`src/hdl/dls_pkg.sv`:
```
// Shared types and constants of the descriptor loop splitter.
package dls_pkg;

   localparam int MAX_LOOP_BYTES = 4096;
   localparam logic [11:0] CNT_MAX = 12'(MAX_LOOP_BYTES / 2);
   localparam logic [7:0] EXT_TAG = 8'h7f;

   // Parser phase codes
   localparam logic [1:0] PH_TAG = 2'd0;
   localparam logic [1:0] PH_LEN = 2'd1;
   localparam logic [1:0] PH_PAY = 2'd2;

   // Byte role codes
   localparam logic [1:0] ROLE_TAG = 2'd0;
   localparam logic [1:0] ROLE_LEN = 2'd1;
   localparam logic [1:0] ROLE_EXT = 2'd2;
   localparam logic [1:0] ROLE_PAY = 2'd3;

   // List status codes
   localparam logic [1:0] ST_OK = 2'd0;
   localparam logic [1:0] ST_TRUNC = 2'd1;
   localparam logic [1:0] ST_PAST = 2'd2;

   // Register indexes
   localparam logic CSR_TARGET_TAG = 1'b0;
   localparam logic CSR_MATCH_ENABLE = 1'b1;

   typedef struct packed {
      logic [7:0] target_tag;
      logic       match_enable;
   } dls_cfg_type;

   typedef struct packed {
      logic [1:0]  byte_role;
      logic [7:0]  tag;
      logic [7:0]  extension_tag;
      logic [7:0]  descriptor_length;
      logic [7:0]  payload_offset;
      logic [10:0] descriptor_index;
      logic        descriptor_done;
      logic        is_first_match;
      logic        list_done;
      logic [1:0]  status;
      logic [11:0] descriptor_count;
      logic        match_found;
   } dls_result_type;

endpackage

```
`src/hdl/dls_core.sv`:
```
// Descriptor loop parser state and per-word labeling logic.
module dls_core
   import dls_pkg::*;
(
   input  logic           clock,
   input  logic           reset,
   input  logic           advance,
   input  logic [7:0]     data_byte,
   input  logic           last_byte,
   input  dls_cfg_type    cfg,
   output dls_result_type result
);

   logic [1:0]  phase_ff, phase_in;
   logic [7:0]  remain_ff, remain_in;
   logic [7:0]  tag_ff, tag_in;
   logic [7:0]  length_ff, length_in;
   logic [7:0]  offset_ff, offset_in;
   logic [7:0]  ext_ff, ext_in;
   logic [11:0] count_ff, count_in;
   logic        found_ff, found_in;
   logic        match_ff, match_in;

   logic [7:0]  remain_dec;
   logic [11:0] count_dec;

   // Label the word and work out the parser's next state
   always_comb begin
      phase_in  = phase_ff;
      remain_in = remain_ff;
      tag_in    = tag_ff;
      length_in = length_ff;
      offset_in = offset_ff;
      ext_in    = ext_ff;
      count_in  = count_ff;
      found_in  = found_ff;
      match_in  = match_ff;
      remain_dec = remain_ff - 8'd1;
      result = '0;

      case (phase_ff)
         PH_LEN: begin
            result.byte_role = ROLE_LEN;
            length_in = data_byte;
            remain_in = data_byte;
            result.descriptor_length = data_byte;
            if (data_byte == 8'd0) begin
               result.descriptor_done = 1'b1;
               phase_in = PH_TAG;
               result.status = ST_OK;
            end else begin
               phase_in = PH_PAY;
               result.status = ST_PAST;
            end
         end
         PH_PAY: begin
            if (tag_ff == EXT_TAG && offset_ff == 8'd0) begin
               result.byte_role = ROLE_EXT;
               ext_in = data_byte;
            end else begin
               result.byte_role = ROLE_PAY;
            end
            result.descriptor_length = length_ff;
            result.payload_offset = offset_ff;
            offset_in = offset_ff + 8'd1;
            remain_in = remain_dec;
            if (remain_dec == 8'd0) begin
               result.descriptor_done = 1'b1;
               phase_in = PH_TAG;
               result.status = ST_OK;
            end else begin
               result.status = ST_PAST;
            end
         end
         default: begin
            // Tag word: open a new descriptor
            result.byte_role = ROLE_TAG;
            tag_in    = data_byte;
            length_in = 8'd0;
            offset_in = 8'd0;
            ext_in    = 8'd0;
            remain_in = 8'd0;
            if (count_ff < CNT_MAX) begin
               count_in = count_ff + 12'd1;
            end
            match_in = cfg.match_enable && (data_byte == cfg.target_tag) && !found_ff;
            if (match_in) begin
               found_in = 1'b1;
            end
            phase_in = PH_LEN;
            result.status = ST_TRUNC;
         end
      endcase

      if (!last_byte) begin
         result.status = ST_OK;
      end

      count_dec = (count_in == 12'd0) ? 12'd0 : count_in - 12'd1;
      result.tag              = tag_in;
      result.extension_tag    = ext_in;
      result.descriptor_index = count_dec[10:0];
      result.is_first_match   = match_in;
      result.list_done        = last_byte;
      result.descriptor_count = count_in;
      result.match_found      = found_in;

      // Drop all loop state after the final word
      if (last_byte) begin
         phase_in  = PH_TAG;
         remain_in = 8'd0;
         tag_in    = 8'd0;
         length_in = 8'd0;
         offset_in = 8'd0;
         ext_in    = 8'd0;
         count_in  = 12'd0;
         found_in  = 1'b0;
         match_in  = 1'b0;
      end
   end

   // Advance the parser state once per processed word
   always_ff @(posedge clock) begin
      if (reset) begin
         phase_ff  <= PH_TAG;
         remain_ff <= 8'd0;
         tag_ff    <= 8'd0;
         length_ff <= 8'd0;
         offset_ff <= 8'd0;
         ext_ff    <= 8'd0;
         count_ff  <= 12'd0;
         found_ff  <= 1'b0;
         match_ff  <= 1'b0;
      end else if (advance) begin
         phase_ff  <= phase_in;
         remain_ff <= remain_in;
         tag_ff    <= tag_in;
         length_ff <= length_in;
         offset_ff <= offset_in;
         ext_ff    <= ext_in;
         count_ff  <= count_in;
         found_ff  <= found_in;
         match_ff  <= match_in;
      end
   end

endmodule

```
`src/hdl/descriptor_loop_splitter.sv`:
```
// Top level of the descriptor loop splitter.
//
// Takes one byte of an MPEG-TS descriptor loop per req_ word (req_last_byte
// marks the final byte) and returns exactly one rsp_ word per byte: its role
// (tag, length, extension tag, payload), the descriptor it belongs to, and at
// the final byte the descriptor count, match flag and list status.
// A nonzero status means the list is broken and should be dropped whole.
// A byte accepted into the input register is labeled there and shows on rsp_
// once the result register has taken it.
// Throughput: one byte per cycle while rsp_ready stays high; the input register
// and the result register each hold one word, and the parser state updates with the result register.
// When rsp_ready is low the result register holds, the input register fills,
// and req_ready drops until the result is taken.
// Reset clears the parser state, the valid flags of both registers and the csr_ registers.
// The parser state also returns to its reset value after each final byte.
// csr_ writes (index 0 target tag, 1 match enable) are registered; the user
// must make them only while no byte is in flight, which the block does not enforce.
module descriptor_loop_splitter
   import dls_pkg::*;
(
   input  logic        clock,
   input  logic        reset,
   input  logic        req_valid,
   output logic        req_ready,
   input  logic [7:0]  req_data_byte,
   input  logic        req_last_byte,
   output logic        rsp_valid,
   input  logic        rsp_ready,
   output logic [1:0]  rsp_byte_role,
   output logic [7:0]  rsp_tag,
   output logic [7:0]  rsp_extension_tag,
   output logic [7:0]  rsp_descriptor_length,
   output logic [7:0]  rsp_payload_offset,
   output logic [10:0] rsp_descriptor_index,
   output logic        rsp_descriptor_done,
   output logic        rsp_is_first_match,
   output logic        rsp_list_done,
   output logic [1:0]  rsp_status,
   output logic [11:0] rsp_descriptor_count,
   output logic        rsp_match_found,
   input  logic        csr_write_enable,
   input  logic        csr_index,
   input  logic [7:0]  csr_wdata
);

   dls_cfg_type    cfg_ff;
   logic           in_valid_ff;
   logic [7:0]     in_data_ff;
   logic           in_last_ff;
   logic           out_valid_ff;
   dls_result_type out_ff;
   dls_result_type result;
   logic           advance;

   // Move a word forward when the result register is free or being taken
   assign advance   = in_valid_ff && (!out_valid_ff || rsp_ready);
   assign req_ready = !in_valid_ff || advance;

   // Configuration registers
   always_ff @(posedge clock) begin
      if (reset) begin
         cfg_ff <= '0;
      end else if (csr_write_enable) begin
         case (csr_index)
            CSR_TARGET_TAG:   cfg_ff.target_tag   <= csr_wdata;
            CSR_MATCH_ENABLE: cfg_ff.match_enable <= csr_wdata[0];
            default: ;
         endcase
      end
   end

   // Input register
   always_ff @(posedge clock) begin
      if (reset) begin
         in_valid_ff <= 1'b0;
      end else if (req_ready) begin
         in_valid_ff <= req_valid;
      end
   end

   always_ff @(posedge clock) begin
      if (req_valid && req_ready) begin
         in_data_ff <= req_data_byte;
         in_last_ff <= req_last_byte;
      end
   end

   dls_core u_core (
      .clock     (clock),
      .reset     (reset),
      .advance   (advance),
      .data_byte (in_data_ff),
      .last_byte (in_last_ff),
      .cfg       (cfg_ff),
      .result    (result)
   );

   // Result register
   always_ff @(posedge clock) begin
      if (reset) begin
         out_valid_ff <= 1'b0;
      end else if (advance) begin
         out_valid_ff <= 1'b1;
      end else if (rsp_ready) begin
         out_valid_ff <= 1'b0;
      end
   end

   always_ff @(posedge clock) begin
      if (advance) begin
         out_ff <= result;
      end
   end

   assign rsp_valid             = out_valid_ff;
   assign rsp_byte_role         = out_ff.byte_role;
   assign rsp_tag               = out_ff.tag;
   assign rsp_extension_tag     = out_ff.extension_tag;
   assign rsp_descriptor_length = out_ff.descriptor_length;
   assign rsp_payload_offset    = out_ff.payload_offset;
   assign rsp_descriptor_index  = out_ff.descriptor_index;
   assign rsp_descriptor_done   = out_ff.descriptor_done;
   assign rsp_is_first_match    = out_ff.is_first_match;
   assign rsp_list_done         = out_ff.list_done;
   assign rsp_status            = out_ff.status;
   assign rsp_descriptor_count  = out_ff.descriptor_count;
   assign rsp_match_found       = out_ff.match_found;

endmodule

```
`config.mk`:
```
export PLATFORM = sky130hd
export DESIGN_NAME = descriptor_loop_splitter
export DESIGN_NICKNAME = d
export VERILOG_FILES = /design/src/hdl/dls_pkg.sv /design/src/hdl/dls_core.sv /design/src/hdl/descriptor_loop_splitter.sv
export SDC_FILE = /design/constraint.sdc
export NUM_CORES = 1
export LEC_CHECK = 0
export ABC_AREA = 1
export BUFFER_PORTS_ARGS = -buffer_cell sky130_fd_sc_hd__clkbuf_2
export CAP_MARGIN = 20
export CORE_ASPECT_RATIO = 1.25
export CORE_MARGIN = 5
export CORE_UTILIZATION = 40
export DETAILED_ROUTE_END_ITERATION = 16
export SETUP_SLACK_MARGIN = 0.4
export SYNTH_ARGS = -nofsm -noshare
export SYNTH_HDL_FRONTEND = slang
export SYNTH_SLANG_ARGS = --single-unit
```
`constraint.sdc`:
```
create_clock -name clock -period 3.1 [get_ports clock]
set_input_delay 0.155 -clock clock [delete_from_list [all_inputs] [get_ports clock]]
set_output_delay 0.155 -clock clock [all_outputs]
set_load 0.01 [all_outputs]
```
==> impl_metrics.toml <==
[final_layout]
antenna_cells = 0
layout-drive-gt1-share_pct = 16.2
multi_input_area_um2 = 2380
fillers = 1498
areaGrowthSynthToFinish_pct = 22.1
fin_nets = 898
ff_latch_area_um2 = 3500

[floorplan]
die_y_um = 151
num_rows = 51
start_util_pct = 40.8
coreArea_um2 = 15600
die_area_um2 = 18600
boundaryPins = 88
fp.dieW_um = 123

[grt]
grt_max_degree = 49
grt_usage_pct = 17.7
grt_first_pass_wirelength_um = 25600
antenna_found_initial = 0
gr-total-overflow = 0
grt_pass1_vias = 5164

[power_and_ir_drop]
power_density_nw_per_um2 = 556
swShare_pct = 23.2
p_switching_w = 0.00101
power_frac_seq_pct = 47.3
p_int_w = 0.00332
p_comb_share_pct = 9.2
p_leak_nw = 3.25
power_frac_clock_pct = 43.5
report.power.total_w = 0.00432
peakVddDrop_mv = 0.311

[clocking]
cts_buffers = 17
cts_sinks = 139
clock_latency_ns = 0.42
cts_root_buf = "clkbuf_16"
cts.clk_slew.worst_paths_ns = 0.05
clock_path_buffers = 2
htreeDepth = 4
cts_tree = "built"

[detailed_routing]
dr_total_vias = 5348
viasPerCell = 4.91
top_layer_used = "met4"
wl_met2_um = 7960
met1_length_um = 6520
first_pass_iters = 5
wire_per_inst_um = 14.2
drt-total-wl_um = 15500
met3WireLength_um = 666
ant_nets = 0
drc = 0
drt_iter0_drc = 322

[critical_path]
cp-start-kind = "flop"
crit_type = "reg -> reg"
cp_cell_sequence = "inv_1 -> ha_1 -> nand2_2 -> or2_0 -> o21ai_1 -> ha_1 -> nand2_1 -> nor2_1 -> nand2_1 -> nor3_4 -> a21oi_1"
critPathMaxFanout = 6
rr_worst_depth = 11
max_stage_delay_ns = 0.35
r2r_slack_ns = 0.76
arrival_ns = 2.49
worst_path_max_delay_cell = "dfxtp_1"
crit_required_ns = 3.26
crit_path_end_kind = "flop"

[sta]
timing_hold_violations_final = 0
period_needed_ns = 2.34
fin_worst_skew_ns = 0.00764
relSlewSlack_pct = 58.0
fmax_mhz = 428
tightest_slew_ns = 0.628
rsz0062_at_grt = "no"
setup_slack_ns = 0.761
finalCritPeriodShare_pct = 75.4
setup_tns_ns = 0
drv_slew = 0
setup_viol = 0

[yosys]
syn_area_um2 = 6370
syn_area_per_cell_um2 = 8.43
yosysWarnings = 0
ys_ff_latch = 139
yosysSeqAreaShare_pct = 55.0
synth_cell_types = 33
netlist_instances = 756
synth_nets = 789

[placed_design]
place_hpwl_um = 10900
pre_cts_ws_ns = 0.771
portBuffers = 87
gp_congestion = 0.896

[outcome]
outcome = "complete, no violations"

[run]
maxCapViolCount = 0

[min_path]
min_path_cells = 3
hold_path.class = "in -> reg"
## synthesized netlist by cell type (all sizes together)
master	count	area share, %
nor3	10	0.96
nand3	52	4.1
a211oi	2	0.24
nand3b	1	0.12
nor4	2	0.20
and3	1	0.098
o22ai	16	1.6
nand2	175	10
ha	10	2.0
o21ai	40	3.1
inv	104	6.1
xor2	7	0.96
clkbuf	21	1.2
clkinv	2	0.12
edfxtp	72	34
o21bai	1	0.12
a22oi	19	2.2
buf	4	0.26
a31oi	1	0.098
nand4	13	1.3
dfxtp	67	21
xnor2	2	0.27
or2	1	0.098
nor2	85	5.7
a21oi	48	3.8
## power by group through the flow
| stage | clock network (W) | registers [W] | logic [W] |
|---|---|---|---|
| 2_1_floorplan | 0 | 0.00210 | 0.000221 |
| 3_3_place_gp | 0 | 0.00209 | 0.000382 |
| 3_5_place_dp | 0 | 0.00209 | 0.000383 |
| 4_1_cts | 0.00193 | 0.00205 | 0.000401 |
| 5_1_grt | 0.00202 | 0.00205 | 0.000449 |
| 6_report | 0.00188 | 0.00205 | 0.000397 |
## cell type report
| class | count | area share, % |
|---|---|---|
| clock buffers | 23 | 5.76 |
| well taps | 212 | 3.41 |
| clock inverters | 9 | 1.27 |
| flip-flops and latches | 139 | 45.0 |
| repair buffers | 115 | 8.85 |
| multi-input cells | 486 | 30.6 |
| inverters | 106 | 5.11 |
## final timing paths
path                      startpoint                 endpoint
setup / recovery  u_core.phase_ff[0]  rsp_descriptor_index[2]
hold / removal          csr_wdata[7]                cfg_ff[8]
setup reg to reg  u_core.phase_ff[0]  rsp_descriptor_index[2]
hold reg to reg     u_core.ext_ff[6]         u_core.ext_ff[6]
## sequential cells by signal, summed over array words and instances (netlist names), 2 cells and up
name,flops
rsp_descriptor_index,11
u_core.count_ff,12
rsp_byte_role,2
u_core.phase_ff,2
cfg_ff,9
in_data_ff,8
rsp_status,2
u_core.tag_ff,8
rsp_descriptor_count,12
rsp_extension_tag,8
u_core.length_ff,8
rsp_descriptor_length,8
u_core.offset_ff,8
rsp_tag,8
rsp_payload_offset,8
u_core.ext_ff,8
u_core.remain_ff,8
## per-layer routing
metal | vias up | global-route usage (%)
li1 | 2732 | -
met1 | 2475 | 20.7
met2 | 117 | 31.5
met3 | 24 | 4.00
met4 | 0 | 6.44
met5 | - | 0
## kinds of logic (layout without fill, tap and decap cells)
kind of cell	after synthesis	after routing	share of synthesized area (%)
and+or+nand+nor	340	340	22.9
DFF	139	139	55.0
AOI/OAI and AO/OA	127	127	11.2
xor gates and xnor gates	9	9	1.24
adders and majority gates	10	10	1.96
buffers and inverters	131	253	7.74
## repair_timing
action                                 in CTS  in global routing
endpoints found under the hold margin      16                  0
hold buffers                               17                  0
gates resized for setup                     0                  0
setup buffers                               0                  0
## metrics by stage
step / instance area (um^2) / utilization (%) / cells / hold WS [ns]
CTS: 7780 / 49.8 / 1090 / 0.00745
finish: 7780 / 49.8 / 1090 / 0.0248
global placement: 7060 / 45.2 / 1041 / 0.332
detailed placement: 7060 / 45.2 / 1041 / 0.334
global route: 7780 / 49.8 / 1090 / 0.0250
floorplan: 6370 / - / 756 / 0.254
## worst max-delay path, delay by kind of cell (launching register included)
family,cells,cell delay (ns)
flops,1,0.35
compound gates,2,0.28
fa+ha+maj,2,0.56
simple gates,6,0.81
buf+inv,1,0.07
## layout by cell type (no fill, tap or decap), types with 2 or more instances in the layout
cell type | Yosys | layout
nand4_1 | 13 | 13
o22ai_1 | 16 | 16
xor2_1 | 7 | 7
nor2_1 | 76 | 75
nand2_1 | 172 | 172
clkbuf_16 | 0 | 17
dfxtp_1 | 67 | 67
inv_2 | 3 | 4
nor4_1 | 2 | 2
clkbuf_2 | 0 | 87
a22oi_1 | 19 | 19
buf_4 | 0 | 11
a21oi_1 | 48 | 48
nand2_2 | 3 | 3
o21ai_0 | 38 | 38
o21ai_1 | 2 | 2
nor3_1 | 9 | 9
nand3_1 | 52 | 52
clkinv_2 | 0 | 6
inv_1 | 101 | 100
xnor2_1 | 2 | 2
ha_1 | 10 | 10
dlygate4sd3_1 | 0 | 17
a211oi_1 | 2 | 2
clkbuf_1 | 21 | 6
nor2_2 | 7 | 8
clkinv_1 | 2 | 2
bufinv_16 | 0 | 2
edfxtp_1 | 72 | 72
Note: power is estimated with default switching activity, not from simulation.
